File: config.mk
export PLATFORM = sky130hd
export DESIGN_NAME = websocket_frame_deframer_core
export DESIGN_NICKNAME = d
export VERILOG_FILES = /design/src/sv/wsd_pkg.sv /design/src/sv/websocket_frame_deframer_core.sv /design/src/sv/wsd_parse.sv
export SDC_FILE = /design/constraint.sdc
export NUM_CORES = 1
export LEC_CHECK = 0
export ABC_AREA = 1
export BUFFER_PORTS_ARGS = -buffer_cell sky130_fd_sc_hd__clkbuf_2
export CAP_MARGIN = 25
export CORE_UTILIZATION = 60
export CTS_CLUSTER_SIZE = 14
export DETAILED_ROUTE_END_ITERATION = 12
export GPL_TIMING_DRIVEN = 0
export HOLD_SLACK_MARGIN = 0.05
export PLACE_DENSITY = 0.85
export SLEW_MARGIN = 15
export SYNTH_ARGS = -nofsm -noshare
export SYNTH_HDL_FRONTEND = slang
export SYNTH_SLANG_ARGS = --single-unit
File: constraint.sdc
create_clock -name aclk -period 6.4 [get_ports aclk]
set_clock_uncertainty 0.15 [all_clocks]
set_input_delay 0.32 -clock aclk [delete_from_list [all_inputs] [get_ports aclk]]
set_output_delay 0.32 -clock aclk [all_outputs]
set_load 0.05 [all_outputs]
File: src/sv/wsd_pkg.sv
// Shared types for the WebSocket frame deframer: parse phases and the result record.
package wsd_pkg;

    typedef enum logic [2:0] {
        PH_HDR0 = 3'd0,
        PH_HDR1 = 3'd1,
        PH_EXT  = 3'd2,
        PH_KEY  = 3'd3,
        PH_DATA = 3'd4
    } phase_t;

    localparam logic       KIND_HEADER  = 1'b0;
    localparam logic       KIND_PAYLOAD = 1'b1;
    localparam logic [6:0] LEN_EXT16    = 7'd126;
    localparam logic [6:0] LEN_EXT64    = 7'd127;
    localparam logic [2:0] EXT16_COUNT  = 3'd1;
    localparam logic [2:0] EXT64_COUNT  = 3'd7;
    localparam logic [1:0] KEY_LAST_IDX = 2'd3;

    typedef struct packed {
        logic        kind;
        logic        fin;
        logic [2:0]  rsv_bits;
        logic [3:0]  opcode;
        logic        masked;
        logic [63:0] payload_length;
        logic [7:0]  data_byte;
        logic        last;
    } result_t;

endpackage

File: src/sv/websocket_frame_deframer_core.sv
// WebSocket receive deframer: one stream byte in per item, header and payload results out.
//
// Takes one received byte per clock cycle when the result side keeps up. Each
// byte updates the parse state in the cycle it is accepted; a result (one per
// frame header, then one per payload byte, unmasked) appears in the output
// register on the next cycle. Header bytes other than the final one produce no
// result. s_ready drops only while a result sits in the output register and
// m_ready is low, so throughput is one item per cycle unless the output stalls,
// set by the single parse-state register update. Reserved bits, opcodes and
// length encodings are passed through unchecked; fragment reassembly is not done here.
module websocket_frame_deframer_core import wsd_pkg::*; (
    input  logic        aclk,
    input  logic        aresetn,
    input  logic        s_valid,
    output logic        s_ready,
    input  logic [7:0]  s_rx_byte,
    output logic        m_valid,
    input  logic        m_ready,
    output logic        m_kind,
    output logic        m_fin,
    output logic [2:0]  m_rsv_bits,
    output logic [3:0]  m_opcode,
    output logic        m_masked,
    output logic [63:0] m_payload_length,
    output logic [7:0]  m_data_byte,
    output logic        m_last
);

    logic    in_fire;
    logic    res_valid;
    result_t res;
    logic    m_valid_reg;
    result_t out_reg;

    assign s_ready = !m_valid_reg || m_ready;
    assign in_fire = s_valid && s_ready;

    wsd_parse u_parse (
        .aclk      (aclk),
        .aresetn   (aresetn),
        .in_fire   (in_fire),
        .rx_byte   (s_rx_byte),
        .res_valid (res_valid),
        .res       (res)
    );

    always_ff @(posedge aclk) begin
        if (!aresetn) begin
            m_valid_reg <= 1'b0;
        end else if (in_fire) begin
            m_valid_reg <= res_valid;
        end else if (m_ready) begin
            m_valid_reg <= 1'b0;
        end
    end

    // hold payload until a new result is loaded
    always_ff @(posedge aclk) begin
        if (in_fire && res_valid) begin
            out_reg <= res;
        end
    end

    assign m_valid          = m_valid_reg;
    assign m_kind           = out_reg.kind;
    assign m_fin            = out_reg.fin;
    assign m_rsv_bits       = out_reg.rsv_bits;
    assign m_opcode         = out_reg.opcode;
    assign m_masked         = out_reg.masked;
    assign m_payload_length = out_reg.payload_length;
    assign m_data_byte      = out_reg.data_byte;
    assign m_last           = out_reg.last;

endmodule

File: src/sv/wsd_parse.sv
// Frame parse state and the per-byte next-state and result logic.
module wsd_parse import wsd_pkg::*; (
    input  logic       aclk,
    input  logic       aresetn,
    input  logic       in_fire,
    input  logic [7:0] rx_byte,
    output logic       res_valid,
    output result_t    res
);

    phase_t      phase_reg, phase_next;
    logic [2:0]  ext_count_reg, ext_count_next;
    logic [63:0] length_accum_reg, length_accum_next;
    logic [31:0] mask_key_reg, mask_key_next;
    logic [1:0]  mask_index_reg, mask_index_next;
    logic [63:0] bytes_remaining_reg, bytes_remaining_next;
    logic [7:0]  first_byte_reg, first_byte_next;
    logic        mask_flag_reg, mask_flag_next;

    logic        finish;
    logic        emit_data;
    logic        data_last;
    logic [7:0]  key_byte;
    logic [7:0]  data_val;

    always_ff @(posedge aclk) begin
        if (!aresetn) begin
            phase_reg           <= PH_HDR0;
            ext_count_reg       <= '0;
            length_accum_reg    <= '0;
            mask_key_reg        <= '0;
            mask_index_reg      <= '0;
            bytes_remaining_reg <= '0;
            first_byte_reg      <= '0;
            mask_flag_reg       <= 1'b0;
        end else if (in_fire) begin
            phase_reg           <= phase_next;
            ext_count_reg       <= ext_count_next;
            length_accum_reg    <= length_accum_next;
            mask_key_reg        <= mask_key_next;
            mask_index_reg      <= mask_index_next;
            bytes_remaining_reg <= bytes_remaining_next;
            first_byte_reg      <= first_byte_next;
            mask_flag_reg       <= mask_flag_next;
        end
    end

    // key bytes are stored first byte most significant
    always_comb begin
        case (mask_index_reg)
            2'd0:    key_byte = mask_key_reg[31:24];
            2'd1:    key_byte = mask_key_reg[23:16];
            2'd2:    key_byte = mask_key_reg[15:8];
            default: key_byte = mask_key_reg[7:0];
        endcase
    end

    assign data_val  = mask_flag_reg ? (rx_byte ^ key_byte) : rx_byte;
    assign data_last = (bytes_remaining_reg == 64'd1);

    always_comb begin
        phase_next           = phase_reg;
        ext_count_next       = ext_count_reg;
        length_accum_next    = length_accum_reg;
        mask_key_next        = mask_key_reg;
        mask_index_next      = mask_index_reg;
        bytes_remaining_next = bytes_remaining_reg;
        first_byte_next      = first_byte_reg;
        mask_flag_next       = mask_flag_reg;
        finish               = 1'b0;
        emit_data            = 1'b0;

        case (phase_reg)
            PH_HDR1: begin
                mask_flag_next  = rx_byte[7];
                mask_key_next   = '0;
                mask_index_next = '0;
                if (rx_byte[6:0] == LEN_EXT16 || rx_byte[6:0] == LEN_EXT64) begin
                    length_accum_next = '0;
                    ext_count_next    = (rx_byte[6:0] == LEN_EXT16) ? EXT16_COUNT
                                                                    : EXT64_COUNT;
                    phase_next        = PH_EXT;
                end else begin
                    length_accum_next = {57'd0, rx_byte[6:0]};
                    if (rx_byte[7]) begin
                        phase_next = PH_KEY;
                    end else begin
                        finish = 1'b1;
                    end
                end
            end
            PH_EXT: begin
                length_accum_next = {length_accum_reg[55:0], rx_byte};
                if (ext_count_reg != 3'd0) begin
                    ext_count_next = ext_count_reg - 3'd1;
                end else if (mask_flag_reg) begin
                    phase_next = PH_KEY;
                end else begin
                    finish = 1'b1;
                end
            end
            PH_KEY: begin
                mask_key_next = {mask_key_reg[23:0], rx_byte};
                if (mask_index_reg != KEY_LAST_IDX) begin
                    mask_index_next = mask_index_reg + 2'd1;
                end else begin
                    finish = 1'b1;
                end
            end
            PH_DATA: begin
                emit_data            = 1'b1;
                mask_index_next      = mask_index_reg + 2'd1;
                bytes_remaining_next = bytes_remaining_reg - 64'd1;
                if (data_last) begin
                    phase_next = PH_HDR0;
                end
            end
            default: begin
                first_byte_next = rx_byte;
                phase_next      = PH_HDR1;
            end
        endcase

        // header complete: load the payload count and restart the key index
        if (finish) begin
            bytes_remaining_next = length_accum_next;
            mask_index_next      = '0;
            phase_next           = (length_accum_next == 64'd0) ? PH_HDR0 : PH_DATA;
        end
    end

    assign res_valid          = finish || emit_data;
    assign res.kind           = emit_data ? KIND_PAYLOAD : KIND_HEADER;
    assign res.fin            = first_byte_next[7];
    assign res.rsv_bits       = first_byte_next[6:4];
    assign res.opcode         = first_byte_next[3:0];
    assign res.masked         = mask_flag_next;
    assign res.payload_length = length_accum_next;
    assign res.data_byte      = emit_data ? data_val : 8'd0;
    assign res.last           = emit_data ? data_last : (length_accum_next == 64'd0);

endmodule

==> run_results.csv, run 1 <==
group,metric,value,unit
cells_and_area,final_core_util,70.4,%
sta,setup_violations,0,
run,cap_viol_max_count,0,
clocking,clk-insertion-delay-late,0.57,ns
grt,grt_use_met2,58.0,%
clocking,cts_tree,"yes",
logic_synthesis,synthFlopType,"dfxtp_1",
sta,finalSetupTns,0,ns
sta,fin_crit,3.04,ns
min_path,worst_hold_path.num_cells,4,
worst_setup_path,worstRegToRegCells,9,
logic_synthesis,synthCells,1817,
logic_synthesis,netlist.top_cell.by_area,"dfxtp_1",
worst_setup_path,slowest_stage,"clkbuf_1",
sta,tightestPinTransition,0.776,ns
logic_synthesis,synth_commonest_cells,"nand2_1 (381), nor2_1 (305), o21ai_0 (185)",
worst_setup_path,r2r_setup_slack,3.36,ns
min_path,min_from,"aresetn",
grt,use_met3,7.50,%
clocking,cts_sinks,261,
clocking,cts_buffers,28,
worst_setup_path,crit_required,6.49,ns
worst_setup_path,reg2reg_to,"m_payload_length[42]",
sta,relSlewSlack,47.7,%
routing,routed_wl,43.3,mm
grt,grt-busiest-layer,"met2",
logic_synthesis,synth_top_area_share,27.1,%
worst_setup_path,startpoint_type,"flip-flop",
die,die-area,22500,sq um
worst_setup_path,path_max_fanout,65,
clocking,max-clock-path-buffers,3,
worst_setup_path,path_class,"reg -> reg",
clocking,clkTransAtPathRegs,0.06,ns
placement,numPortBuffers,95,
power_and_ir_drop,power.switching,2.50,mW
logic_synthesis,synth.avg_cell_area,7.24,sq um
power_and_ir_drop,peakVddDrop,0.254,mV
routing,first_iter_violations,1619,
sta,period_share,47.5,%
power_and_ir_drop,switching_share,42.0,%
sta,fmax,329,MHz
power_and_ir_drop,internal_power,3.45,mW
grt,grt.met1_usage,53.7,%
power_and_ir_drop,p_seq_share,34.7,%
grt,grt_max_degree,66,
clocking,clock-root-buffer,"clkbuf_16",
clocking,cts-htree-levels,1,
routing,firstDrtPassIters,5,
routing,routedWlPerCell,19.2,microns
clocking,post_cts.repair.setup_buffers,0,
die,initial_utilization,61.8,%
die,ios,97,
routing,ant_nets,0,
worst_setup_path,critical_path.max_stage_delay,0.45,ns
logic_synthesis,synth.most_common_cell,"nand2_1",
logic_synthesis,seq_area_frac_synth,46.0,%
worst_setup_path,cp-end-kind,"flip-flop",
sta,slew_viol_final,0,
grt,grt_pass1_vias,12300,
routing,drc,0,
die,die_w,150,microns
cells_and_area,fillers,1774,
cells_and_area,insertedDiodeCount,0,
placement,dp_hpwl,32.0,mm
worst_setup_path,critPathMostFrequentCell,"buf_4",
clocking,cts_resized,0,
die,row_count,53,
worst_setup_path,worstReg2RegStart,"u_parse.mask_index_reg[0]",
sta,hold_viol_final,0,
cells_and_area,syn_to_final_growth,14.0,%
logic_synthesis,ys.warnings.count,0,
logic_synthesis,synth_cell_types,44,
placement,globalplace.congestion,0.994,
logic_synthesis,syn_nets,1837,
power_and_ir_drop,powerDensity,397,nW/um^2
worst_setup_path,critPathArrivalTime,3.13,ns
cells_and_area,finalNetCount,1972,
routing,viasPerCell,5.97,
logic_synthesis,synthArstFlopShare,0,%
grt,grt_pass1_wl,66.3,mm
power_and_ir_drop,p_leak,6.92,nW
die,die_h,150,microns
logic_synthesis,synth_area_leaders,"dfxtp_1 (27%), edfxtp_1 (19%), nand2_1 (11%)",
logic_synthesis,synth-edff-count,83,
sta,rsz0062_at_grt,"no",
grt,grt_usage,38.6,%
power_and_ir_drop,p_clk_share,26.7,%
grt,grt_antenna_before_repair,0,
worst_setup_path,crit_start,"u_parse.mask_index_reg[0]",
cells_and_area,layout-drive-gt1-share,10.7,%
routing,via_count,13400,
logic_synthesis,netlist_area,13200,sq um
clocking,ctsHoldBuffers,9,
min_path,holdPathEnd,"u_parse.mask_key_reg[23]",
die,fp.coreArea,21300,sq um
grt,grt-ovfl-total,0,
min_path,hold_class,"in -> reg",
worst_setup_path,crit_chain,"ha_1, clkbuf_1, a22oi_2, nand3_1, nand2_1, inv_2, buf_4, buf_4, buf_16",
power_and_ir_drop,p_comb_share,38.6,%
status,status,"complete, no violations",
logic_synthesis,synth_seq_cells,261,
metrics by stage:
stage / setup slack [ns] / area (sq um) / hold slack (ns) / instances / total power [mW]
detailed placement: 3.43 / 14000 / 0.310 / 2188 / 4.30
CTS: 3.42 / 15000 / 0.239 / 2249 / 5.88
floorplan: 3.12 / 13200 / 0.281 / 1817 / 3.69
global placement: 2.71 / 14000 / 0.298 / 2187 / 4.26
finish: 3.36 / 15000 / 0.262 / 2249 / 5.95
global route: 3.21 / 15000 / 0.309 / 2249 / 6.24
cell type report:
class / count / area [sq um] / share of cell area (%)
Buffer: 95 / 425 / 2.84
Clock buffer: 31 / 712 / 4.75
Clock inverter: 21 / 185 / 1.24
Inverter: 189 / 712 / 4.75
Multi-Input combinational cell: 1272 / 5960 / 39.8
Sequential cell: 261 / 6060 / 40.4
Tap cell: 275 / 344 / 2.30
Timing Repair Buffer: 105 / 593 / 3.96
worst max-delay path: cells and delay by family, from the launching register on:
kind                     cells  cell delay (ns)
flip-flops                   1             0.40
adder cells (fa/ha/maj)      1             0.18
buffers and inverters        5             1.48
AND/OR/NAND/NOR              2             0.22
AO/OA/AOI/OAI                1             0.20
power groups by stage:
stage          Combinational (mW)  Clock (mW)  Sequential (mW)
2_1_floorplan                1.43           0             2.26
3_3_place_gp                 2.17           0             2.09
3_5_place_dp                 2.21           0             2.09
4_1_cts                      2.23        1.59             2.06
5_1_grt                      2.50        1.66             2.08
6_report                     2.30        1.59             2.07
cells in the final DEF (no fill, tap or decap), drive strengths merged, types with 3 or more instances in the layout:
| cell | n |
|---|---|
| a31oi | 23 |
| clkbuf | 177 |
| o211ai | 30 |
| nor2 | 311 |
| nor3 | 13 |
| buf | 45 |
| o21ai | 211 |
| dlygate4sd3 | 9 |
| a21oi | 151 |
| dfxtp | 178 |
| nand2 | 383 |
| inv | 189 |
| xor2 | 20 |
| or2 | 5 |
| ha | 8 |
| edfxtp | 83 |
| xnor2 | 19 |
| clkinvlp | 3 |
| nand3 | 80 |
| a211oi | 3 |
| clkinv | 16 |
| nand4 | 6 |
how the worst max path moves through the flow:
stage / endpoint / slack (ns) / cells past startpoint
2_1_floorplan: m_data_byte[0] / 3.12 / 7
3_3_place_gp: m_payload_length[43] / 2.71 / 8
3_5_place_dp: m_payload_length[40] / 3.43 / 9
4_1_cts: m_data_byte[6] / 3.42 / 9
5_1_grt: m_payload_length[47] / 3.21 / 9
6_report: m_payload_length[42] / 3.36 / 9
cells by family after synthesis:
kind of cell | count (synthesis) | synth area share [%]
AOI/OAI and AO/OA | 423 | 17.3
xor gates and xnor gates | 39 | 2.60
adders and majority gates | 8 | 0.761
buffers and inverters | 284 | 8.63
DFF | 261 | 46.0
and+or+nand+nor | 802 | 24.7
layer usage:
layer | up-vias | routed length, microns
met5 | - | 0
met4 | 0 | 1920
met3 | 142 | 5440
met2 | 901 | 18500
met1 | 6180 | 17400
li1 | 6202 | -
Power figures use the tool's default switching activity.
==> run 2: changes to the inputs <==
==> constraint.sdc (replaced) <==
create_clock -name aclk -period 2.9 [get_ports aclk]
set_clock_uncertainty 0.15 [all_clocks]
set_input_delay 0.145 -clock aclk [delete_from_list [all_inputs] [get_ports aclk]]
set_output_delay 0.145 -clock aclk [all_outputs]
set_load 0.05 [all_outputs]
==> run 2 against run 1 <==
  * Flip-flop and latch count did not move
  * Total power rose by 130%
  * Routed wire length rose by 1.9%
  * Setup slack got worse by 3.2 ns
  * Sequential share of layout area fell by 0.10 points
  * Utilization rose by 0.18 points
  * Die area did not move
  * Combinational power rose by 120%
==> run_results.csv, run 2 (synthesis results as in run 1) <==
group,metric,value,unit
cells_and_area,final_core_util,70.6,%
sta,tightestPinTransition,0.838,ns
sta,period_share,96.1,%
cells_and_area,syn_to_final_growth,14.3,%
worst_setup_path,path_class,"reg -> reg",
clocking,clkTransAtPathRegs,0.06,ns
routing,firstDrtPassIters,6,
power_and_ir_drop,peakVddDrop,0.524,mV
run,cap_viol_max_count,0,
routing,first_iter_violations,1695,
sta,rsz0062_at_grt,"no",
cells_and_area,multi_input_area,5970,sq um
die,fp.coreArea,21300,sq um
worst_setup_path,r2r_setup_slack,0.11,ns
sta,relSlewSlack,43.6,%
sta,fmax,359,MHz
power_and_ir_drop,internal_power,7.87,mW
worst_setup_path,critPathArrivalTime,2.83,ns
cells_and_area,most-common-layout-cells,"nand2_1 (381), nor2_1 (305), o21ai_0 (185)",
cells_and_area,finalNetCount,1970,
sta,slew_viol_final,0,
worst_setup_path,path_max_fanout,92,
power_and_ir_drop,powerDensity,893,nW/um^2
sta,hold_viol_final,0,
die,die_w,150,microns
die,ios,97,
placement,globalplace.congestion,0.986,
cells_and_area,seq_area,6060,sq um
clocking,clock-root-buffer,"clkbuf_16",
worst_setup_path,crit_required,2.94,ns
routing,routed_wl,44.1,mm
routing,viasPerCell,5.95,
placement,dp_hpwl,32.1,mm
grt,grt_usage,39.7,%
routing,routedWlPerCell,19.6,microns
clocking,post_cts.repair.setup_buffers,0,
cells_and_area,layout-drive-gt1-share,10.9,%
die,die-area,22500,sq um
sta,setup_violations,0,
power_and_ir_drop,p_leak,6.96,nW
grt,grt_antenna_before_repair,0,
clocking,max-clock-path-buffers,3,
cells_and_area,insertedDiodeCount,0,
power_and_ir_drop,p_comb_share,38.0,%
power_and_ir_drop,report.power.total,13.4,mW
clocking,clk-insertion-delay-late,0.56,ns
grt,grt_pass1_vias,12500,
die,die_h,150,microns
clocking,cts-htree-levels,1,
grt,grt_max_degree,93,
routing,drc,0,
sta,fin_crit,2.79,ns
placement,place_ws,-0.279,ns
sta,finalSetupTns,0,ns
cells_and_area,finalInstanceArea,15000,sq um
placement,numPortBuffers,95,
power_and_ir_drop,p_clk_share,28.0,%
clocking,cts_buffers,27,
worst_setup_path,crit_start,"u_parse.mask_index_reg[0]",
worst_setup_path,endpoint,"m_payload_length[52]",
clocking,cts_tree,"yes",
worst_setup_path,reg2reg_to,"m_payload_length[52]",
die,initial_utilization,61.8,%
cells_and_area,fillers,1734,
grt,grt-ovfl-total,0,
routing,via_count,13400,
worst_setup_path,startpoint_type,"flip-flop",
min_path,hold_class,"in -> reg",
die,row_count,53,
worst_setup_path,worstReg2RegStart,"u_parse.mask_index_reg[0]",
routing,ant_nets,0,
status,status,"complete, no violations",
power_and_ir_drop,power.switching,5.55,mW
power_and_ir_drop,switching_share,41.3,%
worst_setup_path,worstRegToRegCells,8,
grt,grt_pass1_wl,67.7,mm
sta,setup_slack,0.115,ns
cells_and_area,final_common_cell,"nand2_1",
power_and_ir_drop,p_seq_share,34.0,%
placement,dpl-instance-area,14000,sq um
worst_setup_path,cp-end-kind,"flip-flop",
clocking,cts_sinks,261,
-- run 2: cell count changes in the layout (fill, tap and decap cells not counted), moves of 3 or more --
cell,previous run,this run
clkinvlp_4,3,0
bufinv_16,2,5
clkinv_2,9,12
clkinv_1,5,2
-- run 2: power by group through the flow --
| stage | combinational [mW] | clock [mW] | sequential [mW] |
|---|---|---|---|
| final | 5.10 | 3.75 | 4.56 |
| after global routing | 5.57 | 3.88 | 4.60 |
| after CTS | 4.94 | 3.74 | 4.55 |
| after detailed placement | 4.88 | 0 | 4.62 |
| after global placement | 4.81 | 0 | 4.61 |
| after floorplan | 3.16 | 0 | 4.98 |
-- run 2: metal layers --
metal	part of all wire [%]	up-vias	routed length (microns)	global-route usage, %
li1	-	6183	-	-
met1	40	6177	17600	54.7
met2	43	881	18900	59.5
met3	13	124	5730	9.54
met4	4.1	0	1800	16.3
met5	0	-	0	0
-- run 2: through the flow --
| step | instances | hold WS (ns) |
|---|---|---|
| floorplan | 1817 | 0.140 |
| global placement | 2187 | 0.301 |
| detailed placement | 2187 | 0.315 |
| CTS | 2246 | 0.0743 |
| global route | 2246 | 0.141 |
| finish | 2246 | 0.101 |
-- run 2: worst min-delay path by stage --
stage	startpoint	endpoint	slack, ns	cells past startpoint
after global placement	u_parse.ext_count_reg[0]	u_parse.ext_count_reg[0]	0.30	1
after detailed placement	u_parse.bytes_remaining_reg[63]	u_parse.bytes_remaining_reg[63]	0.32	2
after global routing	aresetn	u_parse.mask_key_reg[11]	0.14	4
after CTS	aresetn	u_parse.mask_key_reg[8]	0.07	4
after floorplan	s_rx_byte[0]	u_parse.mask_key_reg[0]	0.14	2
final	aresetn	u_parse.mask_key_reg[8]	0.10	4
-- run 2: repair_timing --
item | CTS | global route
hold buffers | 9 | 0
hold endpoints to repair | 37 | 0
setup endpoints to repair | 92 | 93
resized for setup | 2 | 2
pin swaps | 0 | 0
-- run 2: critical path: stages (launching register included) --
cell	delay (ns)
dfxtp_1	0.39
ha_1	0.16
clkbuf_1	0.47
a22oi_2	0.20
nand3_1	0.10
nand2_1	0.14
inv_2	0.11
buf_4	0.19
buf_12	0.39
-- run 2: area by class of cell --
type,count,area share (%)
multi-input cells,1272,39.7
inverters,189,4.74
clock buffers,30,4.71
plain buffers,95,2.91
well taps,275,2.29
clock inverters,20,1.58
flip-flops and latches,261,40.3
repair buffers,104,3.76
==> run 3: changes to the inputs <==
--- a/config.mk
+++ b/config.mk
@@ -8,6 +8,7 @@
 export ABC_AREA = 1
 export BUFFER_PORTS_ARGS = -buffer_cell sky130_fd_sc_hd__clkbuf_2
 export CAP_MARGIN = 25
+export CORE_ASPECT_RATIO = 0.5
 export CORE_UTILIZATION = 60
 export CTS_CLUSTER_SIZE = 14
 export DETAILED_ROUTE_END_ITERATION = 12
==> run 3 against run 2 <==
  * Worst hold slack improved by 0.044 ns
  * Maximum frequency increased by 1.8%
  * First-iteration DRC count increased by 3.1%
  * Largest power group unchanged
  * Highest routed layer unchanged
  * Critical endpoint is now m_data_byte[2]
  * Largest cell class unchanged
==> run_results.csv, run 3 (synthesis results as in run 1) <==
group,metric,value,unit
routing,routed_wl,43.1,mm
die,fp.coreArea,21000,sq um
worst_setup_path,cp-end-kind,"flip-flop",
worst_setup_path,worstRegToRegCells,13,
die,row_count,37,
die,die-area,22600,sq um
sta,hold_viol_final,0,
clocking,clock-root-buffer,"clkbuf_16",
sta,period_share,94.3,%
worst_setup_path,startpoint_type,"flip-flop",
die,ios,97,
worst_setup_path,path_max_fanout,34,
routing,ant_nets,0,
die,initial_utilization,62.6,%
cells_and_area,layout-drive-gt1-share,10.3,%
clocking,post_cts.repair.setup_buffers,0,
min_path,hold_class,"in -> reg",
sta,setup_violations,0,
sta,fmax,366,MHz
routing,first_iter_violations,1748,
grt,grt-ovfl-total,0,
routing,viasPerCell,5.89,
clocking,cts_sinks,261,
cells_and_area,final_common_cell,"nand2_1",
routing,drc,0,
sta,fin_hold_ws,0.145,ns
run,cap_viol_max_count,0,
power_and_ir_drop,report.power.total,12.7,mW
worst_setup_path,worstReg2RegStart,"u_parse.phase_reg[1]",
grt,grt_pass1_wl,65.7,mm
cells_and_area,fillers,1805,
clocking,clk-insertion-delay-late,0.56,ns
worst_setup_path,crit_required,3.00,ns
power_and_ir_drop,p_leak,6.85,nW
cells_and_area,finalNetCount,1968,
cells_and_area,insertedDiodeCount,0,
routing,firstDrtPassIters,6,
clocking,cts_tree,"yes",
worst_setup_path,endpoint,"m_data_byte[2]",
sta,relSlewSlack,51.8,%
worst_setup_path,critPathArrivalTime,2.83,ns
grt,grt_usage,38.4,%
status,status,"complete, no violations",
placement,numPortBuffers,95,
grt,grt_pass1_vias,12100,
routing,via_count,13300,
clocking,cts-htree-levels,1,
cells_and_area,final_core_util,70.7,%
grt,grt_max_degree,61,
sta,tightestPinTransition,0.722,ns
clocking,clkTransAtPathRegs,0.07,ns
worst_setup_path,reg2reg_to,"m_data_byte[2]",
sta,slew_viol_final,0,
sta,fin_crit,2.74,ns
placement,dp_hpwl,32.1,mm
power_and_ir_drop,peakVddDrop,0.513,mV
cells_and_area,syn_to_final_growth,13.0,%
min_path,min_from,"aresetn",
clocking,cts_buffers,24,
cells_and_area,most-common-layout-cells,"nand2_1 (381), nor2_1 (304), o21ai_0 (185)",
routing,routedWlPerCell,19.1,microns
die,die_h,107,microns
sta,rsz0062_at_grt,"no",
grt,grt_antenna_before_repair,0,
placement,globalplace.congestion,1.05,
worst_setup_path,crit_start,"u_parse.phase_reg[1]",
die,die_w,211,microns
worst_setup_path,path_class,"reg -> reg",
worst_setup_path,r2r_setup_slack,0.16,ns
power_and_ir_drop,powerDensity,856,nW/um^2
clocking,max-clock-path-buffers,3,
[run 3: cell types whose count changed in the layout (fill, tap and decap cells not counted), sizes merged]
| cell | before | now |
|---|---|---|
| bufinv | 5 | 0 |
| clkinv | 14 | 9 |
| buf | 44 | 46 |
| clkbuf | 176 | 178 |
[run 3: layout make-up]
class,count,area [sq um],share of cell area [%]
Sequential cell,261,6060,40.8
Multi-Input combinational cell,1272,5970,40.2
Inverter,189,712,4.79
Clock buffer,33,644,4.34
Timing Repair Buffer,106,618,4.16
Buffer,94,430,2.90
Tap cell,292,365,2.46
Clock inverter,10,63.8,0.429
[run 3: routing by layer]
metal | wire length [microns] | vias up | track usage (%)
li1 | - | 6177 | -
met1 | 17700 | 6095 | 52.7
met2 | 17500 | 879 | 55.8
met3 | 6160 | 135 | 13.2
met4 | 1660 | 0 | 14.1
met5 | 0 | - | 0
[run 3: what timing repair did]
item                                   in CTS  in global routing
endpoints found under the hold margin      48                  0
setup endpoints to repair                  60                 60
hold buffers                                9                  0
gates cloned                                0                  1
resized for setup                           1                  7
[run 3: where the power goes]
part           internal, mW  switching [mW]
Clock                  1.57            1.45
Sequential             4.25           0.299
Combinational          1.42            3.74
Total                  7.24            5.48
[run 3: how the worst min path moves through the flow]
| stage | end | cells after the start |
|---|---|---|
| 2_1_floorplan | u_parse.mask_key_reg[0] | 2 |
| 3_5_place_dp | u_parse.bytes_remaining_reg[63] | 2 |
| 4_1_cts | u_parse.mask_key_reg[22] | 4 |
| 5_1_grt | u_parse.mask_key_reg[14] | 4 |
| 3_3_place_gp | u_parse.ext_count_reg[0] | 1 |
| 6_report | u_parse.mask_key_reg[7] | 4 |
[run 3: through the flow]
step / std cells / setup TNS [ns] / area, sq um / setup WS, ns
after floorplan: 1817 / 0 / 13200 / 0.0699
after global routing: 2257 / 0 / 14900 / 0.0521
after CTS: 2256 / 0 / 14800 / 0.0547
final: 2257 / 0 / 14900 / 0.164
after global placement: 2204 / -25.14 / 14000 / -0.293
after detailed placement: 2205 / -8.79 / 14000 / -0.154
[run 3: worst max-delay path, stage by stage, from the launching register on]
cell,delay [ns]
dfxtp_1,0.30
buf_4,0.17
inv_2,0.09
nand3_4,0.15
inv_1,0.09
nand2_1,0.08
inv_2,0.07
nand2_1,0.12
nand3_1,0.12
nand2_1,0.15
inv_2,0.11
buf_4,0.21
buf_8,0.31
clkbuf_16,0.31
